$ cat config.mk
export PLATFORM = sky130hd
export DESIGN_NAME = multi_key_debouncer_with_events_unit
export DESIGN_NICKNAME = d
export VERILOG_FILES = /design/src/mkdb_pkg.sv /design/src/mkdb_lane.sv /design/src/mkdb_merge.sv /design/src/multi_key_debouncer_with_events_unit.sv
export SDC_FILE = /design/constraint.sdc
export NUM_CORES = 1
export LEC_CHECK = 0
export BUFFER_PORTS_ARGS = -buffer_cell sky130_fd_sc_hd__buf_4
export CAP_MARGIN = 20
export CORE_ASPECT_RATIO = 2
export CORE_MARGIN = 2
export CORE_UTILIZATION = 60
export DETAILED_ROUTE_END_ITERATION = 12
export HOLD_SLACK_MARGIN = 0.06
export PLACE_DENSITY_LB_ADDON = 0.1
export REMOVE_ABC_BUFFERS = 1
export SYNTH_ARGS = -nofsm -noshare
export SYNTH_HDL_FRONTEND = slang
export SYNTH_SLANG_ARGS = --single-unit
$ cat constraint.sdc
create_clock -name clk -period 5.9 [get_ports clk]
set_input_delay 0.295 -clock clk [delete_from_list [all_inputs] [get_ports clk]]
set_output_delay 0.295 -clock clk [all_outputs]
set_load 0.02 [all_outputs]
$ cat src/mkdb_pkg.sv
// ----------------------------------------------------------------------------
// mkdb_pkg
// Shared types and constants for the multi-key debouncer with events.
// ----------------------------------------------------------------------------
`default_nettype none

package mkdb_pkg;

  // Default number of debounced switches.
  localparam int NUM_KEYS_DEF = 8;

  // Width of the switch level field in an item.
  localparam int LEVEL_W = 8;

  // Debounce register reset value.
  localparam logic [7:0] DEBOUNCE_RESET = 8'd20;

  // Hold counter saturation value.
  localparam logic [15:0] HOLD_MAX = 16'hFFFF;

  // Item operation codes.
  typedef enum logic [2:0] {
    MODE_TICK       = 3'd0,
    MODE_RD_PRESS   = 3'd1,
    MODE_RD_RELEASE = 3'd2,
    MODE_HOLD_QUERY = 3'd3,
    MODE_CLR_FLAGS  = 3'd4
  } mode_t;

  // Per-switch debounce phase, one-hot.
  typedef enum logic [3:0] {
    PH_IDLE       = 4'b0001,
    PH_PRESS_DB   = 4'b0010,
    PH_HELD       = 4'b0100,
    PH_RELEASE_DB = 4'b1000
  } phase_t;

  // Commands from the top level to one lane.
  typedef struct packed {
    logic tick;
    logic rd_press;
    logic rd_release;
    logic clr_flags;
  } lane_ctrl_t;

  // What one lane reports to the merging stage.
  typedef struct packed {
    logic        press;
    logic        release_ev;
    logic [15:0] hold;
  } lane_status_t;

endpackage

`default_nettype wire

$ cat src/mkdb_lane.sv
// ----------------------------------------------------------------------------
// mkdb_lane
// Debounce machine, hold counter and sticky event flags of one switch.
// ----------------------------------------------------------------------------
`default_nettype none

module mkdb_lane
  import mkdb_pkg::*;
(
  input  wire logic         clk,
  input  wire logic         rst_n,
  input  wire lane_ctrl_t   ctrl,
  input  wire logic         level,
  input  wire logic [7:0]   debounce_ticks,
  output lane_status_t      status
);

  phase_t      phase_r,   phase_nxt;
  logic [7:0]  settle_r,  settle_nxt;
  logic [15:0] hold_r,    hold_nxt;
  logic        press_r,   press_nxt;
  logic        release_r, release_nxt;

  // Next-state logic for a tick, a flag read or a flag clear.
  always_comb begin
    phase_nxt   = phase_r;
    settle_nxt  = settle_r;
    hold_nxt    = hold_r;
    press_nxt   = press_r;
    release_nxt = release_r;

    if (ctrl.tick) begin
      case (phase_r)
        PH_IDLE: begin
          if (level) begin
            settle_nxt = debounce_ticks;
            phase_nxt  = PH_PRESS_DB;
          end
        end
        PH_PRESS_DB: begin
          if (settle_r == 8'd0) begin
            if (level) begin
              press_nxt = 1'b1;
              phase_nxt = PH_HELD;
            end else begin
              phase_nxt = PH_IDLE;
            end
          end
        end
        PH_HELD: begin
          if (hold_r != HOLD_MAX) hold_nxt = hold_r + 16'd1;
          if (!level) begin
            settle_nxt = debounce_ticks;
            phase_nxt  = PH_RELEASE_DB;
          end
        end
        PH_RELEASE_DB: begin
          if (hold_r != HOLD_MAX) hold_nxt = hold_r + 16'd1;
          if (settle_r == 8'd0) begin
            if (!level) begin
              release_nxt = 1'b1;
              hold_nxt    = 16'd0;
              phase_nxt   = PH_IDLE;
            end else begin
              phase_nxt = PH_HELD;
            end
          end
        end
        default: begin
          phase_nxt = PH_IDLE;
        end
      endcase
      // The settle counter runs down after the phase step, also on the load tick.
      if (settle_nxt != 8'd0) settle_nxt = settle_nxt - 8'd1;
    end

    // Flag reads clear the flag they return; a clear drops both.
    if (ctrl.rd_press || ctrl.clr_flags) press_nxt = 1'b0;
    if (ctrl.rd_release || ctrl.clr_flags) release_nxt = 1'b0;
  end

  // State registers.
  always_ff @(posedge clk) begin
    if (!rst_n) begin
      phase_r   <= PH_IDLE;
      settle_r  <= 8'd0;
      hold_r    <= 16'd0;
      press_r   <= 1'b0;
      release_r <= 1'b0;
    end else begin
      phase_r   <= phase_nxt;
      settle_r  <= settle_nxt;
      hold_r    <= hold_nxt;
      press_r   <= press_nxt;
      release_r <= release_nxt;
    end
  end

  assign status.press      = press_r;
  assign status.release_ev = release_r;
  assign status.hold       = hold_r;

endmodule

`default_nettype wire

$ cat src/mkdb_merge.sv
// ----------------------------------------------------------------------------
// mkdb_merge
// Selects the addressed lane and forms the answer of a query item.
// ----------------------------------------------------------------------------
`default_nettype none

module mkdb_merge
  import mkdb_pkg::*;
#(
  parameter int NUM_KEYS = NUM_KEYS_DEF
) (
  input  wire lane_status_t [NUM_KEYS-1:0] lanes,
  input  wire logic [2:0]                  mode,
  input  wire logic [2:0]                  key_index,
  input  wire logic [15:0]                 hold_ms,
  output logic                             answer
);

  lane_status_t sel;
  logic         hit;

  // Pick the addressed lane; an index past the last lane finds nothing.
  always_comb begin
    sel = '0;
    hit = 1'b0;
    for (int k = 0; k < NUM_KEYS; k++) begin
      if (32'(key_index) == k) begin
        sel = lanes[k];
        hit = 1'b1;
      end
    end
  end

  // Answer by operation.
  always_comb begin
    case (mode)
      MODE_RD_PRESS:   answer = hit & sel.press;
      MODE_RD_RELEASE: answer = hit & sel.release_ev;
      MODE_HOLD_QUERY: answer = hit & (sel.hold >= hold_ms);
      default:         answer = 1'b0;
    endcase
  end

endmodule

`default_nettype wire

$ cat src/multi_key_debouncer_with_events_unit.sv
// ----------------------------------------------------------------------------
// multi_key_debouncer_with_events_unit
// Debounces NUM_KEYS switches in parallel lanes and answers flag and hold
// queries through a registered result stage.
// ----------------------------------------------------------------------------
//
//   Channel   Handshake             Carries
//   in        in_valid / in_ready   in_mode, in_switch_levels, in_key_index,
//                                   in_hold_ms
//   out       out_valid / out_ready out_answer
//   cfg       cfg_wr_en             cfg_wr_data (debounce ticks)
//
// A tick item steps all lanes, and every accepted item loads its answer into
// the output register at the edge where it is accepted, so one item per
// cycle is sustained while out_ready drains the register. in_ready is high
// whenever the output register is empty or is being drained in the same cycle.
// Synchronous reset clears all lanes and loads the debounce register with 20.
// ----------------------------------------------------------------------------
`default_nettype none

module multi_key_debouncer_with_events_unit
  import mkdb_pkg::*;
#(
  parameter int NUM_KEYS = NUM_KEYS_DEF
) (
  input  wire logic        clk,
  input  wire logic        rst_n,
  input  wire logic        in_valid,
  output logic             in_ready,
  input  wire logic [2:0]  in_mode,
  input  wire logic [7:0]  in_switch_levels,
  input  wire logic [2:0]  in_key_index,
  input  wire logic [15:0] in_hold_ms,
  output logic             out_valid,
  input  wire logic        out_ready,
  output logic             out_answer,
  input  wire logic        cfg_wr_en,
  input  wire logic [7:0]  cfg_wr_data
);

  logic                        accept;
  logic [7:0]                  debounce_r;
  logic                        out_valid_r, out_valid_nxt;
  logic                        answer_r;
  logic                        answer;
  lane_status_t [NUM_KEYS-1:0] status;

  assign in_ready = !out_valid_r || out_ready;
  assign accept   = in_valid && in_ready;

  // Debounce time register.
  always_ff @(posedge clk) begin
    if (!rst_n) begin
      debounce_r <= DEBOUNCE_RESET;
    end else if (cfg_wr_en) begin
      debounce_r <= cfg_wr_data;
    end
  end

  // One lane per switch.
  for (genvar k = 0; k < NUM_KEYS; k++) begin : g_lane
    lane_ctrl_t ctrl;
    logic       sel;
    logic       level;

    assign sel            = (32'(in_key_index) == k);
    assign ctrl.tick      = accept && (in_mode == MODE_TICK);
    assign ctrl.rd_press  = accept && sel && (in_mode == MODE_RD_PRESS);
    assign ctrl.rd_release = accept && sel && (in_mode == MODE_RD_RELEASE);
    assign ctrl.clr_flags = accept && sel && (in_mode == MODE_CLR_FLAGS);

    // Switches past the level field always see a released level.
    if (k < LEVEL_W) begin : g_lvl
      assign level = in_switch_levels[k];
    end else begin : g_nolvl
      assign level = 1'b0;
    end

    mkdb_lane u_lane (
      .clk            (clk),
      .rst_n          (rst_n),
      .ctrl           (ctrl),
      .level          (level),
      .debounce_ticks (debounce_r),
      .status         (status[k])
    );
  end

  // Merge the lanes into the item's answer.
  mkdb_merge #(
    .NUM_KEYS (NUM_KEYS)
  ) u_merge (
    .lanes     (status),
    .mode      (in_mode),
    .key_index (in_key_index),
    .hold_ms   (in_hold_ms),
    .answer    (answer)
  );

  // Output register valid.
  always_comb begin
    out_valid_nxt = out_valid_r;
    if (accept) begin
      out_valid_nxt = 1'b1;
    end else if (out_ready) begin
      out_valid_nxt = 1'b0;
    end
  end

  always_ff @(posedge clk) begin
    if (!rst_n) begin
      out_valid_r <= 1'b0;
    end else begin
      out_valid_r <= out_valid_nxt;
    end
  end

  // Output payload.
  always_ff @(posedge clk) begin
    if (accept) begin
      answer_r <= answer;
    end
  end

  assign out_valid  = out_valid_r;
  assign out_answer = answer_r;

endmodule

`default_nettype wire
=== Word-level counts from Yosys, hierarchy flattened ===
Cells that the tools add are included.

* Bits in registers: 250
* Bits in latches: 0
* RAM bits: 0
* ROM bits: 0
* Bits of input ports: 43
* Output and inout port bits: 3
* Word-level logic and storage cells: 413
* Memories kept: 0

* $add $sub $neg: 16
* Multiply operators: 0
* Divide/modulo/power cells: 0
* Order comparisons: 1
* Equal/unequal tests: 75
* Shifts and indexed selects: 0
* Muxes and demuxes: 131
* Bitwise gates (word level): 12
* Reductions and logical operators: 135

{| class="wikitable"
|+ Operator list
! cell !! count
|-
| 16-bit two-way mux || 24
|-
| 8-bit two-way mux || 32
|-
| 16-bit case mux with 2 select lines || 8
|-
| 18-bit two-way mux || 8
|-
| 16-bit by 1-bit adder with 16-bit output, second input constant || 8
|-
| 16-bit != test, second input constant || 8
|-
| 8-bit case mux with 2 select lines || 8
|-
| 4-bit two-way mux || 24
|-
| 4-bit case mux with 3 select lines || 8
|-
| 4-bit AND reduction || 24
|-
| 8-bit zero test || 8
|-
| 8-bit nonzero test || 8
|-
| 8-bit by 1-bit subtractor with 8-bit output, second input constant || 8
|-
| 2-bit OR reduction || 24
|-
| 1-bit logical AND || 34
|-
| 4-bit by 1-bit == test with 1-bit output, second input constant || 8
|-
| 4-bit by 2-bit == test with 1-bit output, second input constant || 8
|-
| 4-bit by 3-bit == test with 1-bit output, second input constant || 8
|-
| 4-bit == test, second input constant || 8
|-
| 2-bit != test, second input constant || 16
|-
| 3-bit two-way mux || 8
|-
| 2-bit nonzero test || 9
|-
| 1-bit logical OR || 17
|-
| 16-bit greater-or-equal comparator || 1
|-
| 11 further kinds || 53
|}

=== Depth between registers and ports, before layout ===
Gate-level depths: netlist of run 1.

* Word-level depth: 12
* Gate-level depth with buffers: 13
* Gate-level depth less buffers: 11

=== Hierarchy ===
From an unflattened synthesis of run 1, not the netlist that was laid out.

* Cell total of the unflattened synthesis: 2,319
* Area total of the unflattened synthesis: 18,992.0 sq um

{| class="wikitable"
|+ Modules (own cells, without submodules)
! module !! times used !! cells an instance !! area each (sq um) !! sequential area each (sq um)
|-
| mkdb_lane (g_lane[0].u_lane ...) || 6 || 262 || 2,100.8 || 600.6
|-
| mkdb_lane (g_lane[7].u_lane) || 1 || 247 || 2,013.2 || 600.6
|-
| mkdb_lane (g_lane[6].u_lane) || 1 || 247 || 1,999.4 || 600.6
|-
| mkdb_merge || 1 || 180 || 1,610.3 || 0.0
|-
| multi_key_debouncer_with_events_unit || 1 || 73 || 764.5 || 210.2
|}

=== Least setup slack after synthesis of run 1 ===
Ideal clock, no wire load.

* Path type: input to register
* Start point: input in_key_index[1]
* End point: register answer_r, in the netlist out_answer (data pin)
* Library setup time: 259 ps
* Arrival: 2,969 ps
* Data required time: 5,641 ps
* Slack: 2,672 ps
* Stages: 9
* Buffers on the path: 2
* Cell sequence: clkbuf_1 -> clkbuf_1 -> mux4_2 -> mux2_2 -> ha_1 -> a211o_1 -> a21oi_1 -> a31oi_1 -> o31a_1

* Cells in the longest elaborated chain, start to end: 12
* Elaborated cells on any way between the ends: 29
* Classes of those cells: 1 x order compare; 7 x eq/ne; 17 x mux; 3 x bitwise; 1 x reduce/logical

{| class="wikitable"
|+ Ends and longest elaborated chain
! element !! RTL line !! source
|-
| from (decl) || multi_key_debouncer_with_events_unit.sv:32 || <nowiki>input wire logic [2:0] in_key_index,</nowiki>
|-
| 3-bit zero test || mkdb_merge.sv:27 || <nowiki>if (32'(key_index) == k) begin</nowiki>
|-
| 18-bit two-way mux (8 in a row) || mkdb_merge.sv:27 ||
|-
| 16-bit greater-or-equal comparator || mkdb_merge.sv:39 || <nowiki>MODE_HOLD_QUERY: answer = hit & (sel.hold >= hold_ms);</nowiki>
|-
| 1-bit AND || mkdb_merge.sv:39 ||
|-
| 1-bit case mux with 3 select lines (*) || mkdb_merge.sv:36 || <nowiki>case (mode)</nowiki>
|-
| to (signal assigned) || multi_key_debouncer_with_events_unit.sv:121 || <nowiki>answer_r <= answer;</nowiki>
|-
| to (decl) || multi_key_debouncer_with_events_unit.sv:44 || <nowiki>logic answer_r;</nowiki>
|}

Mark *: on every way between the ends. The rest lies on a longest branch, timed or not.
A chain may end at the register's enable or synchronous reset.

=== Final worst setup path of run 1 ===
* Start point: register g_lane[4].u_lane.phase_r[2]
* End point: register g_lane[4].u_lane.settle_r[6]

* Cells in the longest elaborated chain, start to end: 5
* Elaborated cells on any way between the ends: 7
* Classes of those cells: 1 x add/sub; 2 x eq/ne; 3 x mux; 1 x reduce/logical

{| class="wikitable"
|+ Ends and longest elaborated chain
! element !! RTL line !! source
|-
| from (decl) || mkdb_lane.sv:18 || <nowiki>phase_t phase_r, phase_nxt;</nowiki>
|-
| from (signal assigned) || mkdb_lane.sv:91 || <nowiki>phase_r <= phase_nxt;</nowiki>
|-
| 4-bit by 3-bit == test with 1-bit output / 4-bit by 1-bit == test with 1-bit output (equally long branches) || mkdb_lane.sv:33 || <nowiki>case (phase_r)</nowiki>
|-
| 8-bit case mux with 2 select lines (*) || mkdb_lane.sv:33 ||
|-
| 8-bit two-way mux (*) || mkdb_lane.sv:32 || <nowiki>if (ctrl.tick) begin</nowiki>
|-
| 8-bit by 1-bit subtractor with 8-bit output / 8-bit nonzero test (equally long branches) || mkdb_lane.sv:74 || <nowiki>if (settle_nxt != 8'd0) settle_nxt = settle_nxt - 8'd1;</nowiki>
|-
| 8-bit two-way mux (*) || mkdb_lane.sv:74 ||
|-
| to (signal assigned) || mkdb_lane.sv:92 || <nowiki>settle_r <= settle_nxt;</nowiki>
|-
| to (decl) || mkdb_lane.sv:19 || <nowiki>logic [7:0] settle_r, settle_nxt;</nowiki>
|}

Mark *: on every way between the ends. The rest lies on a longest branch, timed or not. The select of a mux whose other input is x is not followed.

==> results of run 1 <==
[sequential cells by signal, indices dropped and copies added, names as in the netlist]
| register | flops |
|---|---|
| debounce_r | 8 |
| g_lane.u_lane.hold_r | 128 |
| g_lane.u_lane.phase_r | 32 |
| g_lane.u_lane.press_r | 8 |
| g_lane.u_lane.release_r | 8 |
| g_lane.u_lane.settle_r | 64 |
| out_answer | 1 |
| out_valid | 1 |
[final cells by class]
class | instances | area, um2
timing repair buffer | 81 | 643
sequential | 250 | 5010
tap | 356 | 445
antenna | 1 | 2.50
clock buffer | 40 | 785
fill | 2454 | 9700
inverter | 65 | 244
clock inverter | 8 | 68.8
multi-input combinational | 1609 | 11200
[path summary, 6_finish.rpt]
path	startpoint	end	slack, ns
worst max register to register	g_lane[4].u_lane.phase_r[2]	g_lane[4].u_lane.settle_r[6]	2.44
worst max-delay path	g_lane[4].u_lane.phase_r[2]	g_lane[4].u_lane.settle_r[6]	2.44
worst min-delay path	cfg_wr_en	debounce_r[4]	0.08
worst min register to register	g_lane[3].u_lane.settle_r[6]	g_lane[3].u_lane.settle_r[6]	0.46
[cell usage after synthesis (all sizes together) (18+ instances only)]
master,n,area share [%]
nand4,46,1.7
o21ai,116,3.5
o211ai,21,0.93
and2,24,0.88
or4,48,2.2
nand2,146,3.2
nor2,147,3.2
o31ai,37,1.6
mux2,35,2.3
a21oi,127,3.8
xnor2,20,1.0
xor2,23,1.2
a211oi,29,1.3
clkbuf,84,1.9
or3,40,1.5
dfxtp,249,29
buf,47,1.5
a32o,18,1.1
and4,20,1.0
nand2b,31,1.1
nor3b,23,1.0
ha,40,2.9
mux2i,71,4.2
nand3b,19,0.84
and3,45,1.7
mux4,32,4.2
a31oi,32,1.2
nor3,66,2.2
nor4,32,1.3
inv,65,1.4
nand3,100,3.0
[power by group]
| group | internal [uW] | switching, uW | total [uW] |
|---|---|---|---|
| clock | 958 | 719 | 1680 |
| combinational | 190 | 302 | 492 |
| sequential | 1710 | 34.1 | 1740 |
| total | 2860 | 1060 | 3910 |
[worst max-delay path, stage by stage, from the launching register on]
cell,delay (ns)
sky130_fd_sc_hd__dfxtp_1,0.59
sky130_fd_sc_hd__or3b_1,0.43
sky130_fd_sc_hd__a21oi_2,0.58
sky130_fd_sc_hd__mux2_2,0.43
sky130_fd_sc_hd__inv_1,0.08
sky130_fd_sc_hd__ha_1,0.28
sky130_fd_sc_hd__nand2_1,0.14
sky130_fd_sc_hd__o31a_1,0.27
sky130_fd_sc_hd__a311o_1,0.32
sky130_fd_sc_hd__a32o_1,0.24
[kinds of logic after synthesis]
logic type,count (synthesis),synth area share (%)
simple gates,854,28.1
compound gates,534,21.6
flops,250,29.5
buf+inv,196,4.84
mux,138,10.8
xor+xnor,43,2.22
fa+ha+maj,40,2.94
[per-stage QoR]
| stage | std cells | setup slack (ns) | total power [uW] | util [%] | hold slack, ns |
|---|---|---|---|---|---|
| 6_report | 2410 | 2.44 | 3910 | 65.5 | 0.0826 |
| 5_1_grt | 2410 | 2.28 | 4050 | 65.5 | 0.117 |
| 4_1_cts | 2408 | 2.46 | 3930 | 65.4 | 0.0703 |
| 3_5_place_dp | 2350 | 2.51 | 2260 | 62.0 | 0.447 |
| 3_3_place_gp | 2348 | 2.60 | 2250 | 62.0 | 0.436 |
| 2_1_floorplan | 1924 | 2.31 | 2080 | - | 0.357 |
[layout by cell type (no fill, tap or decap), types with 9 or more instances in the layout]
| cell | count |
|---|---|
| sky130_fd_sc_hd__dfxtp_1 | 249 |
| sky130_fd_sc_hd__nor2_1 | 147 |
| sky130_fd_sc_hd__nand2_1 | 146 |
| sky130_fd_sc_hd__a21oi_1 | 126 |
| sky130_fd_sc_hd__o21ai_0 | 111 |
| sky130_fd_sc_hd__nand3_1 | 98 |
| sky130_fd_sc_hd__mux2i_1 | 71 |
| sky130_fd_sc_hd__buf_4 | 69 |
| sky130_fd_sc_hd__inv_1 | 63 |
| sky130_fd_sc_hd__nor3_1 | 61 |
| sky130_fd_sc_hd__or4_1 | 46 |
| sky130_fd_sc_hd__nand4_1 | 46 |
| sky130_fd_sc_hd__and3_1 | 44 |
| sky130_fd_sc_hd__or3_1 | 40 |
| sky130_fd_sc_hd__ha_1 | 40 |
| sky130_fd_sc_hd__o31ai_1 | 37 |
| sky130_fd_sc_hd__mux2_2 | 34 |
| sky130_fd_sc_hd__mux4_2 | 32 |
| sky130_fd_sc_hd__a31oi_1 | 32 |
| sky130_fd_sc_hd__nand2b_1 | 31 |
| sky130_fd_sc_hd__a211oi_1 | 28 |
| sky130_fd_sc_hd__nor4_1 | 28 |
| sky130_fd_sc_hd__clkbuf_16 | 27 |
| sky130_fd_sc_hd__nor3b_1 | 23 |
| sky130_fd_sc_hd__xor2_1 | 23 |
| sky130_fd_sc_hd__and2_1 | 22 |
| sky130_fd_sc_hd__o211ai_1 | 21 |
| sky130_fd_sc_hd__xnor2_1 | 20 |
| sky130_fd_sc_hd__and4_1 | 20 |
| sky130_fd_sc_hd__nand3b_1 | 19 |
| sky130_fd_sc_hd__a32o_1 | 18 |
| sky130_fd_sc_hd__nor4b_1 | 15 |
| sky130_fd_sc_hd__o21a_1 | 14 |
| sky130_fd_sc_hd__nor2b_1 | 14 |
| sky130_fd_sc_hd__and3b_1 | 13 |
| sky130_fd_sc_hd__o41ai_1 | 11 |
| sky130_fd_sc_hd__a21o_1 | 10 |
| sky130_fd_sc_hd__o221a_2 | 10 |
| sky130_fd_sc_hd__dlygate4sd3_1 | 10 |
| sky130_fd_sc_hd__a22o_1 | 9 |
[metal layers]
metal	up-vias	GRT usage [%]
met3	217	3.39
li1	7839	-
met2	601	59.1
met5	-	0
met1	8052	36.6
met4	0	25.6
[timing repair]
item                                    in CTS  in global routing
endpoints found under the setup margin       0                  0
hold buffers                                10                  0
hold endpoints to repair                    10                  0
==> results.json, run 1 <==
{
  "status": "complete, no violations",
  "cp-start-kind": "flip-flop",
  "port-buffer-count": 45,
  "relSlewSlack_pct": 31.0,
  "routabilityCongestion": 0.936,
  "row_count": 87,
  "maxCapViolCount": 0,
  "final_non_filler_cell_area_mm2": 0.0184,
  "track_usage_pct": 33.9,
  "layout-drive-gt1-share_pct": 11.3,
  "seq_area_frac_synth_pct": 29.5,
  "core_mm2": 0.0281,
  "fin_setup_tns_ns": 0,
  "cp_max_fo": 15,
  "hold_path_class": "in -> reg",
  "asyncSetResetFlopFracSynth_pct": 0,
  "dieArea_mm2": 0.0298,
  "criticalPathCategory": "reg -> reg",
  "post_synth.cell_area_avg_um2": 8.27,
  "initial_utilization_pct": 60.5,
  "grt_setup_unrepaired": "no",
  "overflow": 0,
  "clock_tree.htree_level_count": 1,
  "post_synth_edffs": 1,
  "timing_worst_slew_pin_value_ns": 1.03,
  "fin_skew_ns": 0.0180,
  "post-dp-hpwl_um": 37200,
  "yosys.cell_types.count": 94,
  "timing.critical_path.arrival_ns": 3.91,
  "clockRootBuffer": "sky130_fd_sc_hd__clkbuf_16",
  "syn_inst": 2055,
  "post-route-period-util_pct": 58.7,
  "final-max-slew-violation-count": 0,
  "routed-via-count": 16700,
  "timing.critical_path.required_ns": 6.35,
  "routedLengthMet1_um": 18500,
  "min_period_ns": 3.46,
  "final-setup-viol-count": 0,
  "io_pins": 46,
  "grt_pass1_vias": 16200,
  "numCtsBuffers": 26,
  "tritoncts_clock_tree": "yes",
  "fmax_mhz": 289,
  "dpl_cell_area_mm2": 0.0174,
  "maximum_number_of_pins_on_one_net_before_global_route_repair": 57,
  "finalWirelength_um": 51200,
  "dominantRegCellSynth": "sky130_fd_sc_hd__dfxtp_1",
  "area.growth.synth_to_final_pct": 8.16,
  "kind_of_end_point_of_the_critical_path": "flip-flop",
  "final_nets": 2116,
  "max-vdd-ir-drop_mv": 0.236,
  "drt_first_iter_violations": 1203,
  "synth_warnings": 0,
  "clock_sinks": 250,
  "cts_repair_resize_count": 0,
  "route.antenna.remaining_nets": 0,
  "insertion_delay_ns": 0.56,
  "antenna_found_initial": 1,
  "final_hold_vio_count": 0,
  "dr.pass1.iters": 6,
  "clock_tree.buffer_depth": 3,
  "met2RoutedLength_um": 25800,
  "fp.dieH_um": 242,
  "number_of_cell_instances_on_the_worst_register_to_register_path": 9,
  "grt_first_pass_wirelength_um": 81600,
  "path_clk_slew_ns": 0.06,
  "syn-cell-area_mm2": 0.0170,
  "top_signal_layer_used": "met4",
  "min_delay_path_depth": 3,
  "drt-vias-per-instance": 6.93,
  "routed_wire_length_per_instance_um": 21.2,
  "ys_ff_latch": 250,
  "power_density_over_the_cells_mw_per_mm2": 213,
  "drt_drc_violations_left": 0,
  "cts_setup_buffers": 0,
  "die_w_um": 123,
  "met3WireLength_um": 2590,
  "leakagePower_uw": 0.00658
}
No activity file was read; power rests on OpenSTA's default activity.
==> run 2: changes to the inputs <==
--- a/config.mk
+++ b/config.mk
@@ -9,7 +9,7 @@
 export CAP_MARGIN = 20
 export CORE_ASPECT_RATIO = 2
 export CORE_MARGIN = 2
-export CORE_UTILIZATION = 60
+export CORE_UTILIZATION = 58
 export DETAILED_ROUTE_END_ITERATION = 12
 export HOLD_SLACK_MARGIN = 0.06
 export PLACE_DENSITY_LB_ADDON = 0.1
==> constraint.sdc (replaced) <==
create_clock -name clk -period 3.06 [get_ports clk]
set_input_delay 0.153 -clock clk [delete_from_list [all_inputs] [get_ports clk]]
set_output_delay 0.153 -clock clk [all_outputs]
set_load 0.02 [all_outputs]
==> run 2 against run 1 <==
Net effect: critical path depth is the same; register-to-register slack lost 2.4 ns; cell area grew 2.6%; count of clock-buffer cells in the layout decreased by 5; non-clock buffer count up 54; critical path type unchanged; largest cell class unchanged; highest routed layer unchanged.
==> results.json, run 2 (same netlist as run 1, synthesis figures left out) <==
{
  "worstHoldStart": "in_switch_levels[6]",
  "routabilityCongestion": 0.929,
  "timing.critical_path.arrival_ns": 3.28,
  "clock_tree.htree_level_count": 1,
  "antenna_found_initial": 0,
  "maximum_number_of_pins_on_one_net_before_global_route_repair": 54,
  "timing.critical_path.required_ns": 3.35,
  "number_of_cell_instances_on_the_worst_register_to_register_path": 9,
  "drt_drc_violations_left": 0,
  "status": "complete, no violations",
  "largestRegisters": "g_lane.u_lane.hold_r (128), g_lane.u_lane.settle_r (64), g_lane.u_lane.phase_r (32)",
  "maxCapViolCount": 0,
  "routed-via-count": 16900,
  "clock_sinks": 250,
  "io_pins": 46,
  "cp_max_fo": 8,
  "final_nets": 2169,
  "die_w_um": 125,
  "hold_path_class": "in -> reg",
  "kind_of_end_point_of_the_critical_path": "flip-flop",
  "row_count": 88,
  "port-buffer-count": 45,
  "rrSetupSlack_ns": 0.07,
  "drt_first_iter_violations": 990,
  "max-vdd-ir-drop_mv": 0.467,
  "path_clk_slew_ns": 0.07,
  "grt_first_pass_wirelength_um": 84900,
  "fp.dieH_um": 246,
  "power_density_over_the_cells_mw_per_mm2": 412,
  "largest_register": "g_lane.u_lane.hold_r",
  "dpl_cell_area_mm2": 0.0178,
  "reg2reg_to": "out_answer",
  "clock_tree.buffer_depth": 3,
  "tritoncts_clock_tree": "yes",
  "final_non_filler_cell_area_mm2": 0.0189,
  "largest_reg_flops": 128,
  "area.growth.synth_to_final_pct": 11.0,
  "criticalPathCategory": "reg -> reg",
  "initial_utilization_pct": 58.9,
  "layout-drive-gt1-share_pct": 13.0,
  "drt-vias-per-instance": 6.88,
  "antenna-diode-count": 0,
  "min_period_ns": 2.99,
  "grt_pass1_vias": 16400,
  "timing_worst_slew_pin_value_ns": 1.05,
  "leakagePower_uw": 0.00684,
  "final-max-slew-violation-count": 0,
  "commonest_cells_after_routing_fill_and_taps_aside": "247 x sky130_fd_sc_hd__dfxtp_1, 147 x sky130_fd_sc_hd__nor2_1, 146 x sky130_fd_sc_hd__nand2_1",
  "filler_cell_count": 2549,
  "multi_input_area_mm2": 0.0112,
  "post-dp-hpwl_um": 39100,
  "fin_skew_ns": 0.0112,
  "post-route-period-util_pct": 97.6,
  "core_mm2": 0.0288,
  "fmax_mhz": 335,
  "top_signal_layer_used": "met4",
  "routed_wire_length_per_instance_um": 21.6,
  "grt_setup_unrepaired": "no",
  "met3WireLength_um": 3140,
  "ff_latch_area_mm2": 0.00502,
  "finalWirelength_um": 53200,
  "final_hold_vio_count": 0,
  "insertion_delay_ns": 0.55,
  "numCtsBuffers": 25,
  "relSlewSlack_pct": 30.0,
  "mostFrequentLayoutCell": "sky130_fd_sc_hd__dfxtp_1",
  "worst_hold_path.endpoint": "g_lane[6].u_lane.phase_r[0]",
  "routedLengthMet1_um": 19100,
  "fin_total_pwr_uw": 7780,
  "dieArea_mm2": 0.0308,
  "final-setup-viol-count": 0,
  "worstReg2RegStart": "g_lane[0].u_lane.hold_r[13]",
  "met2RoutedLength_um": 26100,
  "cp-start-kind": "flip-flop",
  "overflow": 0,
  "clockRootBuffer": "sky130_fd_sc_hd__clkbuf_16",
  "min_delay_path_depth": 4,
  "dr.pass1.iters": 5,
  "cts_setup_buffers": 0,
  "route.antenna.remaining_nets": 0,
  "track_usage_pct": 33.6
}
-- run 2: power by group --
part           internal [uW]  total [uW]  switching (uW)
combinational            405        1010             605
clock                   2040        3420            1380
sequential              3290        3350            56.0
total                   5740        7780            2040
-- run 2: how the worst max path moves through the flow --
stage | to | depth (start not counted) | startpoint | slack (ns)
after CTS | out_answer | 9 | g_lane[1].u_lane.hold_r[13] | 0.05
after global routing | out_answer | 9 | g_lane[0].u_lane.hold_r[13] | 0.01
after global placement | out_answer | 8 | in_key_index[1] | 0.36
after detailed placement | g_lane[6].u_lane.settle_r[4] | 9 | g_lane[6].u_lane.phase_r[2] | 0.34
final | out_answer | 9 | g_lane[0].u_lane.hold_r[13] | 0.07
after floorplan | g_lane[4].u_lane.hold_r[11] | 5 | out_valid | -0.53
-- run 2: critical path, cell delays in order, from the launching register on --
cell and delay [ns]:
sky130_fd_sc_hd__dfxtp_1 0.39, sky130_fd_sc_hd__mux4_2 0.51, sky130_fd_sc_hd__mux2_2 0.28, sky130_fd_sc_hd__ha_1 0.29, sky130_fd_sc_hd__a21oi_1 0.15, sky130_fd_sc_hd__nor2b_1 0.06
sky130_fd_sc_hd__o21ai_0 0.16, sky130_fd_sc_hd__nand4_1 0.10, sky130_fd_sc_hd__dlygate4sd3_1 0.56, sky130_fd_sc_hd__o31a_1 0.24
-- run 2: layer usage --
metal  GRT usage, %  vias to the layer above
li1               -                     7951
met1           35.8                     8060
met2           59.2                      684
met3           4.10                      243
met4           27.3                        0
met5              0                        -
-- run 2: per-stage QoR --
step | std cells | setup TNS [ns] | hold slack (ns) | setup WS (ns) | util, %
after floorplan | 1924 | -13.93 | 0.215 | -0.528 | -
after global placement | 2396 | 0 | 0.368 | 0.363 | 61.6
after detailed placement | 2396 | 0 | 0.383 | 0.335 | 61.6
after CTS | 2462 | 0 | 0.0675 | 0.0516 | 65.4
after global routing | 2463 | 0 | 0.110 | 0.0133 | 65.4
final | 2463 | 0 | 0.0725 | 0.0741 | 65.4
-- run 2: cell type report --
type	instances	share of cell area, %
Inverter	65	1.29
Multi-Input combinational cell	1609	59.3
Clock buffer	35	3.78
Tap cell	360	2.39
Timing Repair Buffer	135	5.79
Sequential cell	250	26.6
Clock inverter	9	0.902
-- run 2: timing repair --
action / 4_1_cts / 5_1_grt
endpoints found under the hold margin: 13 / 0
endpoints found under the setup margin: 0 / 1
hold buffers: 22 / 0
resized for setup: 0 / 2
==> run 3: changes to the inputs <==
--- a/config.mk
+++ b/config.mk
@@ -9,7 +9,8 @@
 export CAP_MARGIN = 20
 export CORE_ASPECT_RATIO = 2
 export CORE_MARGIN = 2
-export CORE_UTILIZATION = 58
+export CORE_UTILIZATION = 59
+export CTS_BUF_LIST = sky130_fd_sc_hd__clkbuf_8
 export DETAILED_ROUTE_END_ITERATION = 12
 export HOLD_SLACK_MARGIN = 0.06
 export PLACE_DENSITY_LB_ADDON = 0.1
==> run 3 against run 2 <==
Net effect: count of clock-buffer cells in the layout increased by 17; sequential power is essentially flat; combinational power rose by 4%; die area down 1.7%; non-clock buffer count is 13 higher; clock power decreased by 13%; critical path depth unchanged; routed wire length grew 2.3%; sequential share of layout area shrank 0.080 points; largest cell class unchanged; largest power group is now registers.
==> results.json, run 3 (same netlist as run 1, synthesis figures left out) <==
{
  "status": "complete, no violations",
  "numCtsBuffers": 40,
  "cts_repair_resize_count": 0,
  "final_core_util_pct": 66.8,
  "drt_first_iter_violations": 1330,
  "dieArea_mm2": 0.0303,
  "die_w_um": 124,
  "final_hold_vio_count": 0,
  "final_nets": 2197,
  "post-dp-hpwl_um": 39500,
  "filler_cell_count": 2426,
  "maxCapViolCount": 0,
  "reg2reg_to": "g_lane[4].u_lane.settle_r[6]",
  "max-vdd-ir-drop_mv": 0.430,
  "drt-vias-per-instance": 6.84,
  "dr.pass1.iters": 6,
  "largest_reg_flops": 128,
  "route.antenna.remaining_nets": 0,
  "setup_slack_ns": 0.248,
  "path_clk_slew_ns": 0.07,
  "kind_of_end_point_of_the_critical_path": "flip-flop",
  "largest_register": "g_lane.u_lane.hold_r",
  "first_element_of_the_critical_path": "g_lane[4].u_lane.phase_r[0]",
  "critical_path.cell_chain": "or3b_1 > a21oi_2 > buf_4 > mux2i_1 > ha_1 > nand2_1 > o31a_1 > a311o_1 > a32o_1",
  "fmax_mhz": 356,
  "critical-path-slowest-cell": "sky130_fd_sc_hd__or3b_1",
  "routed-via-count": 17100,
  "cp-start-kind": "flip-flop",
  "setup_slack_placement_ns": 0.318,
  "core_mm2": 0.0283,
  "port-buffer-count": 45,
  "clock_tree.buffer_depth": 3,
  "io_pins": 46,
  "min_period_ns": 2.81,
  "finalWirelength_um": 54400,
  "grt_pass1_vias": 16500,
  "mostFrequentLayoutCell": "sky130_fd_sc_hd__dfxtp_1",
  "initial_utilization_pct": 60.1,
  "final-setup-viol-count": 0,
  "commonest_cells_after_routing_fill_and_taps_aside": "249 x sky130_fd_sc_hd__dfxtp_1, 147 x sky130_fd_sc_hd__nor2_1, 146 x sky130_fd_sc_hd__nand2_1",
  "cts_setup_buffers": 0,
  "fin_setup_tns_ns": 0,
  "row_count": 87,
  "relSlewSlack_pct": 31.0,
  "final-max-slew-violation-count": 0,
  "insertion_delay_ns": 0.59,
  "cp_max_fo": 8,
  "routabilityCongestion": 0.950,
  "worstReg2RegStart": "g_lane[4].u_lane.phase_r[0]",
  "maximum_number_of_pins_on_one_net_before_global_route_repair": 90,
  "fin_skew_ns": 0.0316,
  "grt_first_pass_wirelength_um": 85600,
  "clockRootBuffer": "sky130_fd_sc_hd__clkbuf_8",
  "timing_worst_slew_pin_value_ns": 1.03,
  "layout-drive-gt1-share_pct": 13.6,
  "leakagePower_uw": 0.00693,
  "routed_wire_length_per_instance_um": 21.7,
  "timing.critical_path.required_ns": 3.53,
  "power_density_over_the_cells_mw_per_mm2": 389,
  "criticalPathCategory": "reg -> reg",
  "delay_of_the_slowest_critical_path_stage_ns": 0.39,
  "critical_path.endpoint": "g_lane[4].u_lane.settle_r[6]",
  "rrSetupSlack_ns": 0.25,
  "tritoncts_clock_tree": "yes",
  "timing.critical_path.arrival_ns": 3.29,
  "largestRegisters": "g_lane.u_lane.hold_r (128), g_lane.u_lane.settle_r (64), g_lane.u_lane.phase_r (32)",
  "track_usage_pct": 35.8,
  "post-route-period-util_pct": 91.9,
  "grt_setup_unrepaired": "no",
  "fp.dieH_um": 244,
  "antenna_found_initial": 4,
  "number_of_cell_instances_on_the_worst_register_to_register_path": 9,
  "clock_tree.htree_level_count": 2,
  "drt_drc_violations_left": 0,
  "hold_path_class": "in -> reg",
  "area.growth.synth_to_final_pct": 11.3,
  "clock_sinks": 250,
  "overflow": 0
}
==> run 3: worst min path at each step <==
stage / from / end / slack [ns] / cells after the start
finish: in_switch_levels[2] / g_lane[2].u_lane.phase_r[2] / 0.12 / 5
global route: in_switch_levels[4] / g_lane[4].u_lane.phase_r[2] / 0.16 / 5
detailed placement: cfg_wr_data[2] / debounce_r[2] / 0.37 / 3
CTS: in_switch_levels[2] / g_lane[2].u_lane.phase_r[2] / 0.09 / 5
global placement: cfg_wr_data[4] / debounce_r[4] / 0.37 / 3
floorplan: rst_n / debounce_r[2] / 0.21 / 1
==> run 3: through the flow <==
stage | hold slack [ns] | power, uW | cells | instance area (um2)
after floorplan | 0.215 | 4010 | 1924 | 16400
after global placement | 0.370 | 4380 | 2393 | 17800
after detailed placement | 0.375 | 4400 | 2393 | 17800
after CTS | 0.0864 | 7380 | 2499 | 18900
after global routing | 0.158 | 7600 | 2503 | 18900
final | 0.123 | 7360 | 2503 | 18900
==> run 3: timing repair <==
action,4_1_cts,5_1_grt
hold endpoints to repair,19,0
hold buffers,34,0
setup endpoints to repair,0,0
==> run 3: power breakdown <==
| part | leakage [uW] | total, uW | switching, uW | internal [uW] |
|---|---|---|---|---|
| clock network | 0.000464 | 2960 | 1440 | 1520 |
| logic | 0.00444 | 1050 | 627 | 421 |
| registers | 0.00202 | 3350 | 56.1 | 3290 |
==> run 3: routing by layer <==
layer	share of wire, %	GRT usage, %	vias to the layer above	routed length (um)
met5	0	0	-	0
met4	9.3	28.8	0	5070
met3	6.1	6.02	255	3340
met2	49	61.3	727	26900
met1	35	37.4	8155	19100
li1	-	-	7990	-
==> run 3: layout make-up <==
class                      instances  area (um2)  area share, %
multi-input combinational       1609       11200           59.1
sequential                       250        5010           26.5
timing repair buffer             148        1220           6.46
clock buffer                      52         716           3.78
tap                              356         445           2.35
inverter                          65         244           1.29
clock inverter                    20        87.6          0.463
antenna                            3        7.51         0.0397
==> run 3: worst max-delay path: cells and delay by family (launching register included) <==
kind                     cells  cell delay, ns
adder cells (fa/ha/maj)      1            0.37
AO/OA/AOI/OAI                4            1.01
flip-flops                   1            0.32
AND/OR/NAND/NOR              2            0.52
multiplexers                 1            0.31
buffers and inverters        1            0.17
